==> config.mk <==
export PLATFORM = sky130hd
export DESIGN_NAME = kpet_ctrl
export DESIGN_NICKNAME = d
export VERILOG_FILES = /design/src/rtl/core/kpet_pkg.sv /design/src/rtl/core/kpet_ctrl.sv
export SDC_FILE = /design/constraint.sdc
export NUM_CORES = 1
export LEC_CHECK = 0
export BUFFER_PORTS_ARGS = -buffer_cell sky130_fd_sc_hd__clkbuf_2
export CAP_MARGIN = 5
export CORE_MARGIN = 2
export CORE_UTILIZATION = 30
export DETAILED_ROUTE_END_ITERATION = 8
export HOLD_SLACK_MARGIN = 0.06
export PLACE_DENSITY = 0.68
export SLEW_MARGIN = 20
export SYNTH_ARGS = -nofsm -noshare
export SYNTH_HDL_FRONTEND = slang
export SYNTH_SLANG_ARGS = --single-unit
export TNS_END_PERCENT = 5
==> constraint.sdc <==
create_clock -name i_clk -period 2.21 [get_ports i_clk]
set_input_delay 0.1105 -clock i_clk [delete_from_list [all_inputs] [get_ports i_clk]]
set_output_delay 0.1105 -clock i_clk [all_outputs]
set_load 0.05 [all_outputs]
==> src/rtl/core/kpet_pkg.sv <==
// Package: shared types and constants for the keyed pass enable table.
`timescale 1ns / 1ps
package kpet_pkg;
    localparam int MaxEntries  = 32;
    localparam int MaxBindings = 8;
    localparam int EIdxW = $clog2(MaxEntries);
    localparam int ECntW = $clog2(MaxEntries + 1);
    localparam int BIdxW = (MaxBindings > 1) ? $clog2(MaxBindings) : 1;
    localparam int BCntW = $clog2(MaxBindings + 1);

    typedef enum logic [2:0] {
        OP_REGISTER = 3'd0, OP_QUERY = 3'd1, OP_SET = 3'd2, OP_RESET = 3'd3,
        OP_FIND = 3'd4, OP_DECL_RD = 3'd5, OP_DECL_WR = 3'd6, OP_VALIDATE = 3'd7
    } t_op;

    typedef enum logic [2:0] {
        ST_OK = 3'd0, ST_FULL = 3'd1, ST_DUP = 3'd2, ST_NOTFOUND = 3'd3,
        ST_BINDFULL = 3'd4, ST_ORDER = 3'd5
    } t_status;

    typedef enum logic [3:0] {
        S_IDLE, S_SEARCH, S_EXEC, S_RESET, S_VP, S_VRD, S_VRW, S_VW, S_VWW, S_DONE
    } t_state;

    // controller -> datapath
    typedef struct packed {
        logic load;       // capture transaction
        logic ptr_clr;    // clear entry pointer p
        logic ptr_inc;    // advance p
        logic bptr_clr;   // clear binding pointer b
        logic bptr_inc;   // advance b
        logic wptr_clr;   // clear writer pointer w and writer binding pointer
        logic wptr_inc;   // advance writer entry
        logic wbptr_inc;  // advance writer binding
        logic exec;       // apply the op
        logic rst_step;   // restore enable bit at p
        logic rd_rkey;    // issue read of read_keys[p][b]
        logic rd_wkey;    // issue read of write_keys[w][wb]
        logic cap_res;    // capture read-key data as current resource
        logic clr_lw;     // clear latest writer
        logic upd_lw;     // compare write-key data, update latest writer
        logic set_viol;
        logic set_out;    // load output register
    } t_cmd;

    // datapath -> controller
    typedef struct packed {
        t_op  op;
        logic hit;        // entry at p matches key
        logic p_end;      // p has reached entry_count
        logic b_end;      // b has reached read count of p
        logic w_end;
        logic wb_end;
        logic viol;
    } t_sts;
endpackage

==> src/rtl/core/kpet_ctrl.sv <==
// Controller: sequences search, update, reset sweep and ordering check.
`timescale 1ns / 1ps
module kpet_ctrl import kpet_pkg::*; (
    input  logic i_clk,
    input  logic i_rst_n,
    input  logic i_valid,
    output logic o_ready,
    output logic o_valid,
    input  logic i_ready,
    input  t_sts i_sts,
    output t_cmd o_cmd
);
    t_state r_state, n_state;

    always_ff @(posedge i_clk) begin
        if (!i_rst_n) r_state <= S_IDLE;
        else r_state <= n_state;
    end

    always_comb begin
        n_state = r_state;
        o_cmd   = '0;
        o_ready = 1'b0;
        o_valid = 1'b0;
        case (r_state)
            S_IDLE: begin
                o_ready = 1'b1;
                if (i_valid) begin
                    o_cmd.load = 1'b1; o_cmd.ptr_clr = 1'b1; o_cmd.bptr_clr = 1'b1;
                    n_state = S_SEARCH;
                end
            end
            S_SEARCH: begin
                if (i_sts.op == OP_RESET) n_state = S_RESET;
                else if (i_sts.op == OP_VALIDATE) n_state = S_VP;
                else if (i_sts.p_end || i_sts.hit) n_state = S_EXEC;
                else o_cmd.ptr_inc = 1'b1;
            end
            S_EXEC: begin
                o_cmd.exec = 1'b1; o_cmd.set_out = 1'b1;
                n_state = S_DONE;
            end
            S_RESET: begin
                if (i_sts.p_end) begin
                    o_cmd.set_out = 1'b1; n_state = S_DONE;
                end else begin
                    o_cmd.rst_step = 1'b1; o_cmd.ptr_inc = 1'b1;
                end
            end
            // walk each read binding of entry p
            S_VP: begin
                if (i_sts.p_end || i_sts.viol) begin
                    o_cmd.set_out = 1'b1; n_state = S_DONE;
                end else if (i_sts.b_end) begin
                    o_cmd.ptr_inc = 1'b1; o_cmd.bptr_clr = 1'b1;
                end else begin
                    o_cmd.rd_rkey = 1'b1; n_state = S_VRD;
                end
            end
            S_VRD: begin
                o_cmd.cap_res = 1'b1; o_cmd.clr_lw = 1'b1; o_cmd.wptr_clr = 1'b1;
                n_state = S_VW;
            end
            // scan all write bindings for the latest writer of the resource
            S_VW: begin
                if (i_sts.w_end) begin
                    o_cmd.set_viol = 1'b1; o_cmd.bptr_inc = 1'b1;
                    n_state = S_VRW;
                end else if (i_sts.wb_end) o_cmd.wptr_inc = 1'b1;
                else begin
                    o_cmd.rd_wkey = 1'b1; n_state = S_VWW;
                end
            end
            S_VWW: begin
                o_cmd.upd_lw = 1'b1; o_cmd.wbptr_inc = 1'b1;
                n_state = S_VW;
            end
            S_VRW: n_state = S_VP;
            S_DONE: begin
                o_valid = 1'b1;
                if (i_ready) n_state = S_IDLE;
            end
            default: n_state = S_IDLE;
        endcase
    end
endmodule

==> results of run 1 <==
logic make-up after synthesis:
| group | after synthesis | synth area share, % |
|---|---|---|
| AOI/OAI and AO/OA | 17 | 24.13 |
| buffers and inverters | 16 | 16.23 |
| DFF | 4 | 14.04 |
| and+or+nand+nor | 42 | 45.62 |
metrics by stage:
step	setup WS (ns)	cells	util (%)	setup TNS, ns	total power [mW]
2_1_floorplan	-0.1407	79	-	-0.1407	0.7358
3_3_place_gp	0.4189	126	39.50	0	0.8203
3_5_place_dp	0.3871	126	39.50	0	0.8217
4_1_cts	0.1473	129	40.78	0	0.9147
5_1_grt	0.07019	129	40.78	0	0.9755
6_report	0.1542	129	40.78	0	0.9096
synthesized netlist by cell type (all sizes together) (3+ instances only):
master,instances
nor3,6
nor2,10
buf,9
inv,7
nand2,4
nand2b,3
or2b,3
nand3,3
dfxtp,4
a31oi,3
nor4b,3
worst register-to-register path, stage by stage, from the launching register on:
cell and delay, ns:
sky130_fd_sc_hd__dfxtp_1 0.55, sky130_fd_sc_hd__or2b_2 0.36, sky130_fd_sc_hd__or3_1 0.43, sky130_fd_sc_hd__nand4_4 0.13, sky130_fd_sc_hd__nor3_1 0.07, sky130_fd_sc_hd__o21a_1 0.18
worst paths after layout:
check,from,slack (ns),to
worst min register to register,r_state[1],0.63,r_state[1]
worst max register to register,r_state[0],0.37,r_state[2]
worst min-delay path,i_rst_n,0.13,r_state[2]
worst max-delay path,r_state[0],0.15,o_cmd[14]
final cells by class:
cell class	instances	area [um^2]
Clock buffer	3	22.52
Fill cell	201	1045
Tap cell	25	31.28
Timing Repair Buffer	31	155.1
Sequential cell	4	80.08
Inverter	7	26.28
Multi-Input combinational cell	59	404.1
metal layers:
layer | track usage, % | vias to the layer above | part of all wire, %
li1 | - | 336 | -
met1 | 18.65 | 305 | 46
met2 | 17.30 | 18 | 51
met3 | 3.396 | 0 | 3.8
met4 | 4.865 | 0 | 0
met5 | 0 | - | 0
power by group:
group          switching, mW  total [mW]  internal (mW)
Clock                 0.0259      0.0864         0.0604
Sequential            0.0709       0.166         0.0950
Combinational          0.446       0.657          0.211
==> impl_summary.log, run 1 <==
[metrics] total via count in the routed design: 659
[metrics] most common library cell in the layout ignoring fill and taps: sky130_fd_sc_hd__clkbuf_2
[metrics] required arrival time at the worst endpoint: 2.10 ns
[metrics] max-capacitance violation count: 0
[metrics] maximum number of buffers from clock root to sink: 2
[metrics] number of buffer cells added on primary ports: 31
[metrics] DRC viols: 0
[metrics] Worst Hold Class: in -> reg
[metrics] library cell with the largest summed area after synthesis: sky130_fd_sc_hd__dfxtp_1
[metrics] most flop-heavy register: r_state
[metrics] most frequently used flop master after synthesis: sky130_fd_sc_hd__dfxtp_1
[metrics] main area contributors after synthesis: sky130_fd_sc_hd__dfxtp_1 14%, sky130_fd_sc_hd__buf_4 7.9%, sky130_fd_sc_hd__nor2_1 6.6%
[metrics] number of global-route vias before repair: 506
[metrics] number of I/O pins: 32
[metrics] startpoint types: flip-flop
[metrics] kind of critical path: reg -> out
[metrics] antenna violations before repair: 0
[metrics] list of cells traversed by the critical path: or2b_2, or3_1, nand3_1, clkbuf_2
[metrics] buffers inserted during post-CTS setup optimization: 0
[metrics] hold slack: 0.1309 ns
[metrics] total cell area at the placement stage: 696.9 um^2
[metrics] power density normalized to cell area: 1264 nW/um^2
[metrics] largest fanout of any net on the critical path: 13
[metrics] post-layout net count: 119
[metrics] number of enable-type register cells in the synthesized netlist: 0
[metrics] yosys synthesis warning count: 0
[metrics] minimum clock period: 2.056 ns
[metrics] total detailed-routing wirelength: 1.389 mm
[metrics] total of flip-flops plus latches after synthesis: 4
[metrics] global router's overall resource usage: 12.64%
[metrics] routed wire length per instance: 10.77 um
[metrics] sequential area share after synthesis: 14.04%
[metrics] RSZ-0062 raised after global routing: false
[metrics] arrival time reported for the critical path endpoint: 1.95 ns
[metrics] clock transition at the register clock pins on the worst setup and hold paths after CTS: 0.04 ns
[metrics] number of failing hold endpoints at the final stage: 0
[metrics] kind of capture point of the worst setup path: primary output
[metrics] R2R depth: 5
[metrics] weighted congestion at the end of routability-driven global placement: 0.8349
[metrics] highest achievable clock rate: 486.4 MHz
[metrics] clock tree from TritonCTS: built
[metrics] Largest register FFs: 4
[metrics] Slowest cell on crit path: sky130_fd_sc_hd__dfxtp_1
[metrics] TritonCTS Sinks: 4
[metrics] hold-fix buffer count after cts: 0
[metrics] Initial DRT Pass Iterations: 4
[metrics] overall die width: 47.61 um
[metrics] clock tree skew after final layout: 0.002961 ns
[metrics] quantity of gates resized following cts: 0
[metrics] 1st-iter DRT viols: 15
[metrics] top library cells by usage in the layout, fill and taps aside: 31 x sky130_fd_sc_hd__clkbuf_2, 10 x sky130_fd_sc_hd__nor2_1, 7 x sky130_fd_sc_hd__inv_1
[metrics] registers with the most flip-flops: r_state: 4 flops
[metrics] synthesized area per cell: 7.222 um^2
[metrics] async set or reset register ratio after synthesis: 0%
[metrics] global-route wire length before repair: 2.063 mm
[metrics] Initial Utilization: 32.34%
[metrics] final non-filler cell area: 719.4 um^2
[metrics] count of buffering cells on the critical path with inverters included: 1
[metrics] Hold Path Stages: 2
[metrics] max incr delay on CP: 0.55 ns
[metrics] number of standard-cell rows in the floorplan: 15
[metrics] leakage power: 0.3618 nW
[metrics] final period utilization: 93.02%
[metrics] fraction of synthesized cell area taken by the top area cell type: 14.04%
[metrics] highest ir drop seen on vdd: 492.4 uV
[metrics] outcome: finished, final reports clean
[metrics] Antenna Diode Count: 0
[metrics] area of the core region: 1764 um^2
[metrics] number of H-tree levels: 1
[metrics] final setup vio count: 0
[metrics] count of unique library cells instantiated by Yosys: 38
[metrics] Worst slew margin: 66.33%
[metrics] ratio of cells with drive above 1 in the final layout: 40.38%
[metrics] die outline height: 47.61 um
[metrics] Layout area overhead: 26.10%
[metrics] Inserted Clock Buffers: 3
[metrics] largest net degree at the start of global routing: 17
[metrics] remaining antenna violation count after routing: 0
[metrics] average vias per placed instance: 5.109
[metrics] count of mapped cells out of synthesis: 79
[metrics] Syn Std Cell Area: 570.5 um^2
[metrics] total global routing overflow: 0
[metrics] Die ar.: 2267 um^2
[metrics] clock tree root buffer cell: sky130_fd_sc_hd__clkbuf_4
[metrics] HPWL after detailed placement: 1.120 mm
[metrics] Post-Syn Nets: 92
[metrics] total stage count of the critical path: 4
[metrics] worst skew pair latency: 0.23 ns
[metrics] kind of cell with the highest combined delay on the critical path: simple AND/OR/NAND/NOR gates
[metrics] worst-margin pin slew: 0.5012 ns
[metrics] number of slew-limit violations in the final report: 0
(Power assumes the default switching activity.)
==> run 2: changes to the inputs <==
--- a/config.mk
+++ b/config.mk
@@ -8,10 +8,10 @@
 export BUFFER_PORTS_ARGS = -buffer_cell sky130_fd_sc_hd__clkbuf_2
 export CAP_MARGIN = 5
 export CORE_MARGIN = 2
-export CORE_UTILIZATION = 30
+export CORE_UTILIZATION = 26
 export DETAILED_ROUTE_END_ITERATION = 8
 export HOLD_SLACK_MARGIN = 0.06
-export PLACE_DENSITY = 0.68
+export PLACE_DENSITY = 0.62
 export SLEW_MARGIN = 20
 export SYNTH_ARGS = -nofsm -noshare
 export SYNTH_HDL_FRONTEND = slang
==> run 2 against run 1 <==
Compared with the run above:
- die area is 14% higher
- critical path type unchanged
- wire length is 5.3% higher
- global-route usage is 0.99 points lower
- largest power group unchanged
- power is 0.81% higher
- sequential share of layout area hardly changed
- core utilization is 5.1 points lower
==> impl_summary.log, run 2 (same netlist as run 1, synthesis figures left out) <==
[metrics] outcome: finished, final reports clean
[metrics] total stage count of the critical path: 4 (unchanged)
[metrics] area of the core region: 2022 um^2 (+15%)
[metrics] number of buffer cells added on primary ports: 31 (unchanged)
[metrics] met1 wire length: 661 um (+4.4%)
[metrics] final non-filler cell area: 721.9 um^2 (+0.35%)
[metrics] number of I/O pins: 32 (unchanged)
[metrics] arrival time reported for the critical path endpoint: 1.96 ns (about the same)
[metrics] kind of cell with the highest combined delay on the critical path: simple AND/OR/NAND/NOR gates
[metrics] uppermost signal routing layer after detailed routing: met3
[metrics] total global routing overflow: 0 (unchanged)
[metrics] Hold Path Stages: 2 (unchanged)
[metrics] registers with the most flip-flops: r_state: 4 flops
[metrics] quantity of gates resized following cts: 0 (unchanged)
[metrics] total power: 917.0 uW (+0.81%)
[metrics] R2R depth: 5 (unchanged)
[metrics] weighted congestion at the end of routability-driven global placement: 0.8549 (+2.4%)
[metrics] clock transition at the register clock pins on the worst setup and hold paths after CTS: 0.04 ns (about the same)
[metrics] minimum clock period: 2.073 ns (+0.01684 ns)
[metrics] Worst Hold Class: in -> reg
[metrics] remaining antenna violation count after routing: 0 (unchanged)
[metrics] clock tree skew after final layout: 0.001490 ns (-0.001471 ns)
[metrics] average vias per placed instance: 4.908 (-3.9%)
[metrics] leakage power: 0.3618 nW (unchanged)
[metrics] total length of routed met3 wires: 91 um (+72%)
[metrics] most flop-heavy register: r_state
[metrics] count of buffering cells on the critical path with inverters included: 1 (unchanged)
[metrics] number of H-tree levels: 1 (unchanged)
[metrics] kind of critical path: reg -> out
[metrics] list of cells traversed by the critical path: or2b_2, or3_1, nand3_1, clkbuf_2
[metrics] Final Worst Setup Slack: 0.1374 ns (-0.01684 ns)
[metrics] Antenna Diode Count: 0 (unchanged)
[metrics] 1st-iter DRT viols: 15 (unchanged)
[metrics] worst-margin pin slew: 0.4870 ns (-0.01418 ns)
[metrics] worst skew pair latency: 0.23 ns (about the same)
[metrics] total negative slack for setup checks: 0 ns (unchanged)
[metrics] highest ir drop seen on vdd: 335.4 uV (-32%)
[metrics] total cell area at the placement stage: 699.4 um^2 (+0.36%)
[metrics] max-capacitance violation count: 0 (unchanged)
[metrics] Slowest cell on crit path: sky130_fd_sc_hd__dfxtp_1
[metrics] Initial DRT Pass Iterations: 4 (unchanged)
[metrics] number of global-route vias before repair: 539 (+6.5%)
[metrics] Largest register FFs: 4 (unchanged)
[metrics] total detailed-routing wirelength: 1.463 mm (+5.3%)
[metrics] number of filler instances in the final layout: 226 (+12%)
[metrics] antenna violations before repair: 0 (unchanged)
[metrics] number of failing hold endpoints at the final stage: 0 (unchanged)
[metrics] final period utilization: 93.78% (+0.76 points)
[metrics] ratio of cells with drive above 1 in the final layout: 40.38% (unchanged)
[metrics] largest fanout of any net on the critical path: 13 (unchanged)
[metrics] cell count after placement: 128 (+1.6%)
[metrics] number of standard-cell rows in the floorplan: 16 (+1)
[metrics] hold-fix buffer count after cts: 0 (unchanged)
[metrics] global-route wire length before repair: 2.332 mm (+13%)
[metrics] Layout area overhead: 26.54%
[metrics] number of slew-limit violations in the final report: 0 (unchanged)
[metrics] maximum number of buffers from clock root to sink: 2 (unchanged)
[metrics] Inserted Clock Buffers: 3 (unchanged)
[metrics] clock tree from TritonCTS: built
[metrics] HPWL after detailed placement: 1.147 mm (+2.4%)
[metrics] Initial Utilization: 28.22% (-4.1 points)
[metrics] kind of capture point of the worst setup path: primary output
[metrics] clock tree root buffer cell: sky130_fd_sc_hd__clkbuf_4
[metrics] global router's overall resource usage: 11.65% (-0.99 points)
[metrics] power density normalized to cell area: 1270 nW/um^2 (+0.46%)
[metrics] die outline height: 50.85 um (+6.8%)
[metrics] max incr delay on CP: 0.57 ns (+0.02 ns)
[metrics] RSZ-0062 raised after global routing: false
[metrics] total via count in the routed design: 643 (-2.4%)
[metrics] dpl ws: 0.3612 ns (-0.02585 ns)
[metrics] post-layout net count: 119 (unchanged)
[metrics] highest achievable clock rate: 482.5 MHz (-0.81%)
[metrics] DRC viols: 0 (unchanged)
[metrics] TritonCTS Sinks: 4 (unchanged)
[metrics] Die ar.: 2585 um^2 (+14%)
[metrics] most common library cell in the layout ignoring fill and taps: sky130_fd_sc_hd__clkbuf_2
[metrics] Worst slew margin: 67.28% (+0.95 points)
[metrics] buffers inserted during post-CTS setup optimization: 0 (unchanged)
[metrics] Post-Layout Cell Count: 131 (+1.6%)
[metrics] overall die width: 50.85 um (+6.8%)
[metrics] final setup vio count: 0 (unchanged)
[metrics] startpoint types: flip-flop
[metrics] top library cells by usage in the layout, fill and taps aside: 31 x sky130_fd_sc_hd__clkbuf_2, 10 x sky130_fd_sc_hd__nor2_1, 7 x sky130_fd_sc_hd__inv_1
[metrics] DR WL met2: 710 um (+1.1%)
[metrics] largest net degree at the start of global routing: 17 (unchanged)
[metrics] routed wire length per instance: 11.17 um (+3.7%)
[metrics] required arrival time at the worst endpoint: 2.10 ns (about the same)
-- run 2: cell counts in the layout (fill, tap and decap cells not counted) --
No cell type changed its count.
-- run 2: layout make-up --
class                   count  area (um^2)  share of cell area (%)
clock buffers               3        22.52                   3.120
inverters                   7        26.28                   3.640
multi-input cells          59        404.1                   55.98
flip-flops and latches      4        80.08                   11.09
well taps                  27        33.78                   4.679
repair buffers             31        155.1                   21.49
-- run 2: layer usage --
layer	GRT usage [%]	vias to the layer above
li1	-	338
met3	1.754	0
met2	17.98	23
met5	0	-
met4	6.306	0
met1	15.54	282
-- run 2: worst paths after layout --
path | startpoint | to | slack [ns]
worst min-delay path | i_rst_n | r_state[2] | 0.13
worst max register to register | r_state[2] | r_state[3] | 0.36
worst max-delay path | r_state[0] | o_cmd[14] | 0.14
worst min register to register | r_state[1] | r_state[1] | 0.64
-- run 2: worst reg2reg max path, stage by stage, from the launching register on --
cell and delay [ns]:
sky130_fd_sc_hd__dfxtp_1 0.62, sky130_fd_sc_hd__nor4b_1 0.47, sky130_fd_sc_hd__nand3_2 0.21, sky130_fd_sc_hd__nand4_4 0.18, sky130_fd_sc_hd__nor2_1 0.06, sky130_fd_sc_hd__o211a_1 0.19
-- run 2: per-stage QoR --
stage	hold WS [ns]	utilization, %
floorplan	0.2282	-
global placement	0.3624	34.59
detailed placement	0.3761	34.59
CTS	0.1293	35.71
global route	0.1493	35.71
finish	0.1298	35.71
-- run 2: power by group --
group	internal, mW	leakage (nW)	switching (mW)
clock	0.0606	0.0138	0.0273
combinational	0.211	0.315	0.449
sequential	0.0949	0.0327	0.0738
total	0.367	0.362	0.550
==> run 3: changes to the inputs <==
--- a/config.mk
+++ b/config.mk
@@ -5,13 +5,14 @@
 export SDC_FILE = /design/constraint.sdc
 export NUM_CORES = 1
 export LEC_CHECK = 0
+export ABC_AREA = 1
 export BUFFER_PORTS_ARGS = -buffer_cell sky130_fd_sc_hd__clkbuf_2
 export CAP_MARGIN = 5
 export CORE_MARGIN = 2
 export CORE_UTILIZATION = 26
 export DETAILED_ROUTE_END_ITERATION = 8
 export HOLD_SLACK_MARGIN = 0.06
-export PLACE_DENSITY = 0.62
+export PLACE_DENSITY = 0.61
 export SLEW_MARGIN = 20
 export SYNTH_ARGS = -nofsm -noshare
 export SYNTH_HDL_FRONTEND = slang
==> run 3 against run 2 <==
Compared with the run above:
- combinational power is 8.9% lower
- highest routed layer unchanged
- sequential power is 22% lower
- clock-buffer cell count did not move
- sequential share of layout area is 0.41 points lower
- largest cell class unchanged
==> impl_summary.log, run 3 <==
[metrics] Die ar.: 2648 um^2 (+2.4%)
[metrics] Largest register FFs: 4 (unchanged)
[metrics] post-layout net count: 147 (+24%)
[metrics] synthesized area per cell: 5.630 um^2 (-22%)
[metrics] total cell area at the placement stage: 726.9 um^2 (+3.9%)
[metrics] Antenna Diode Count: 0 (unchanged)
[metrics] kind of critical path: reg -> out
[metrics] count of unique library cells instantiated by Yosys: 20 (-47%)
[metrics] number of buffer cells added on primary ports: 31 (unchanged)
[metrics] average vias per placed instance: 4.250 (-13%)
[metrics] leakage power: 0.4961 nW (+37%)
[metrics] RSZ-0062 raised after global routing: false
[metrics] overall die width: 51.46 um (+1.2%)
[metrics] Post-Layout Cell Count: 160 (+22%)
[metrics] minimum clock period: 1.624 ns (-0.4482 ns)
[metrics] async set or reset register ratio after synthesis: 0% (unchanged)
[metrics] power density normalized to cell area: 1097 nW/um^2 (-14%)
[metrics] number of I/O pins: 32 (unchanged)
[metrics] highest ir drop seen on vdd: 372.0 uV (+11%)
[metrics] arrival time reported for the critical path endpoint: 1.51 ns (-0.45 ns)
[metrics] routed wire length per instance: 9.075 um (-19%)
[metrics] number of global-route vias before repair: 584 (+8.3%)
[metrics] yosys synthesis warning count: 0 (unchanged)
[metrics] Worst slew margin: 78.28% (+11 points)
[metrics] clock tree skew after final layout: 0.004253 ns (+0.002763 ns)
[metrics] area of the core region: 2170 um^2 (+7.3%)
[metrics] TritonCTS Sinks: 4 (unchanged)
[metrics] sequential area share after synthesis: 13.68% (-0.36 points)
[metrics] area occupied by multi-input gates: 369.1 um^2 (-8.7%)
[metrics] antenna violations before repair: 0 (unchanged)
[metrics] Syn Std Cell Area: 585.6 um^2 (+2.6%)
[metrics] total negative slack for setup checks: 0 ns (unchanged)
[metrics] Initial DRT Pass Iterations: 4 (unchanged)
[metrics] global-route wire length before repair: 2.477 mm (+6.2%)
[metrics] number of slew-limit violations in the final report: 0 (unchanged)
[metrics] Layout area overhead: 27.99%
[metrics] cell repeated most along the worst path: sky130_fd_sc_hd__nand2_1
[metrics] Worst Hold Class: in -> reg
[metrics] largest fanout of any net on the critical path: 8 (-5)
[metrics] Worst Hold Path EP: r_state[1]
[metrics] max incr delay on CP: 0.50 ns (-0.07 ns)
[metrics] total detailed-routing wirelength: 1.452 mm (-0.75%)
[metrics] 1st-iter DRT viols: 4 (-11)
[metrics] number of filler instances in the final layout: 260 (+15%)
[metrics] main area contributors after synthesis: sky130_fd_sc_hd__nand2_1 14%, sky130_fd_sc_hd__dfxtp_1 14%, sky130_fd_sc_hd__inv_1 12%
[metrics] cell count after placement: 157 (+23%)
[metrics] list of cells traversed by the critical path: nand2_1, nor2_2, nand2_1, nor2_1, clkbuf_2
[metrics] maximum number of buffers from clock root to sink: 2 (unchanged)
[metrics] outcome: finished, final reports clean
[metrics] Post-Syn Nets: 117 (+27%)
[metrics] number of standard-cell rows in the floorplan: 17 (+1)
[metrics] top library cells by usage in the layout, fill and taps aside: 31 x sky130_fd_sc_hd__clkbuf_2, 22 x sky130_fd_sc_hd__nand2_1, 19 x sky130_fd_sc_hd__inv_1
[metrics] final setup vio count: 0 (unchanged)
[metrics] count of mapped cells out of synthesis: 104 (+32%)
[metrics] fraction of synthesized cell area taken by the top area cell type: 14.10% (+0.067 points)
[metrics] ratio of cells with drive above 1 in the final layout: 42.42% (+2.0 points)
[metrics] number of H-tree levels: 1 (unchanged)
[metrics] most flop-heavy register: r_state
[metrics] worst flop-to-flop path endpoint: r_state[1]
[metrics] most frequently used flop master after synthesis: sky130_fd_sc_hd__dfxtp_1
[metrics] clock transition at the register clock pins on the worst setup and hold paths after CTS: 0.04 ns (about the same)
[metrics] kind of capture point of the worst setup path: primary output
[metrics] buffers inserted during post-CTS setup optimization: 0 (unchanged)
[metrics] largest net degree at the start of global routing: 9 (-8)
[metrics] final period utilization: 73.51% (-20 points)
[metrics] total of flip-flops plus latches after synthesis: 4 (unchanged)
[metrics] startpoint types: flip-flop
[metrics] Hold Path Stages: 3 (+1)
[metrics] remaining antenna violation count after routing: 0 (unchanged)
[metrics] total power: 822.2 uW (-10%)
[metrics] total via count in the routed design: 680 (+5.8%)
[metrics] Inserted Clock Buffers: 3 (unchanged)
[metrics] registers with the most flip-flops: r_state: 4 flops
[metrics] clock tree from TritonCTS: built
[metrics] most common library cell in the layout ignoring fill and taps: sky130_fd_sc_hd__clkbuf_2
[metrics] die outline height: 51.46 um (+1.2%)
[metrics] Reg-to-Reg Start: r_state[0]
[metrics] max-capacitance violation count: 0 (unchanged)
[metrics] R2R depth: 7 (+2)
[metrics] Initial Utilization: 26.99% (-1.2 points)
[metrics] startpoint of the tightest hold check path: i_rst_n
[metrics] most repeated cell in the gate-level netlist after synthesis: sky130_fd_sc_hd__nand2_1
[metrics] weighted congestion at the end of routability-driven global placement: 0.8117 (-5.1%)
[metrics] number of enable-type register cells in the synthesized netlist: 0 (unchanged)
[metrics] total global routing overflow: 0 (unchanged)
[metrics] worst-margin pin slew: 0.3253 ns (-0.1617 ns)
[metrics] final non-filler cell area: 749.5 um^2 (+3.8%)
[metrics] worst skew pair latency: 0.24 ns (about the same)
[metrics] number of failing hold endpoints at the final stage: 0 (unchanged)
[metrics] internal reg-to-reg setup slack: 0.85 ns (+0.49 ns)
[metrics] DRC viols: 0 (unchanged)
[metrics] global router's overall resource usage: 12.51% (+0.86 points)
[metrics] Slowest cell on crit path: sky130_fd_sc_hd__dfxtp_1
[metrics] most frequent cells after synthesis: 22 x sky130_fd_sc_hd__nand2_1, 19 x sky130_fd_sc_hd__inv_1, 15 x sky130_fd_sc_hd__nor2_1, 8 x sky130_fd_sc_hd__nand3_1, 6 x sky130_fd_sc_hd__nand2_2
[metrics] quantity of gates resized following cts: 0 (unchanged)
[metrics] library cell with the largest summed area after synthesis: sky130_fd_sc_hd__nand2_1
[metrics] clock tree root buffer cell: sky130_fd_sc_hd__clkbuf_4
[metrics] highest achievable clock rate: 615.6 MHz (+28%)
[metrics] hold-fix buffer count after cts: 0 (unchanged)
[metrics] sequential cell area: 80.08 um^2 (unchanged)
[metrics] required arrival time at the worst endpoint: 2.10 ns (about the same)
[metrics] HPWL after detailed placement: 1.314 mm (+15%)
run 3: changes by cell type in the layout (fill, tap and decap cells not counted), sizes merged, moves of 5 or more:
| cell | previous run | this run |
|---|---|---|
| nor3 | 6 | 1 |
| nor2 | 10 | 21 |
| nand2 | 4 | 30 |
| nand3 | 3 | 11 |
| inv | 7 | 22 |
run 3: cells by family (layout without fill, tap and decap cells):
| logic type | after synthesis | count (layout) | synth area share, % |
|---|---|---|---|
| DFF | 4 | 4 | 13.68 |
| and+or+nand+nor | 64 | 64 | 55.98 |
| buffers and inverters | 29 | 57 | 23.29 |
| AOI/OAI and AO/OA | 7 | 7 | 7.051 |
run 3: worst max path at each step:
stage          cells past startpoint   endpoint  slack [ns]       start
2_1_floorplan                      7  o_cmd[16]       -0.29  r_state[0]
3_3_place_gp                       5   o_cmd[1]        0.83  r_state[0]
3_5_place_dp                       5   o_cmd[5]        0.83  r_state[0]
4_1_cts                            5   o_cmd[5]        0.55  r_state[0]
5_1_grt                            5   o_cmd[1]        0.45  r_state[0]
6_report                           5   o_cmd[5]        0.59  r_state[0]
run 3: worst max-delay path, delay by kind of cell, from the launching register on:
family | cells | cell delay (ns)
flops | 1 | 0.50
buf+inv | 1 | 0.28
simple gates | 4 | 0.50
run 3: metrics by stage:
stage | hold slack, ns | setup slack [ns] | util (%)
6_report | 0.1550 | 0.5855 | 34.54
5_1_grt | 0.1562 | 0.4501 | 34.54
4_1_cts | 0.1492 | 0.5536 | 34.54
3_5_place_dp | 0.3958 | 0.8295 | 33.51
3_3_place_gp | 0.3937 | 0.8279 | 33.51
2_1_floorplan | 0.2809 | -0.2918 | -
run 3: layout make-up:
class / instances / share of cell area, %
clock buffer: 3 / 3.005
multi-input combinational: 71 / 49.25
timing repair buffer: 31 / 20.70
sequential: 4 / 10.68
inverter: 23 / 11.69
tap: 28 / 4.674
run 3: report_power, final:
part	internal [mW]	switching, mW	leakage [nW]
clock	0.0607	0.0296	0.0138
sequential	0.0926	0.0381	0.0327
combinational	0.156	0.445	0.450
run 3: per-layer routing:
metal  track usage (%)  share of wire, %  wire, um
met1             15.17                46       672
met2             21.58                48       696
met3             2.924               5.7        83
met4             3.947                 0         0
met5                 0                 0         0
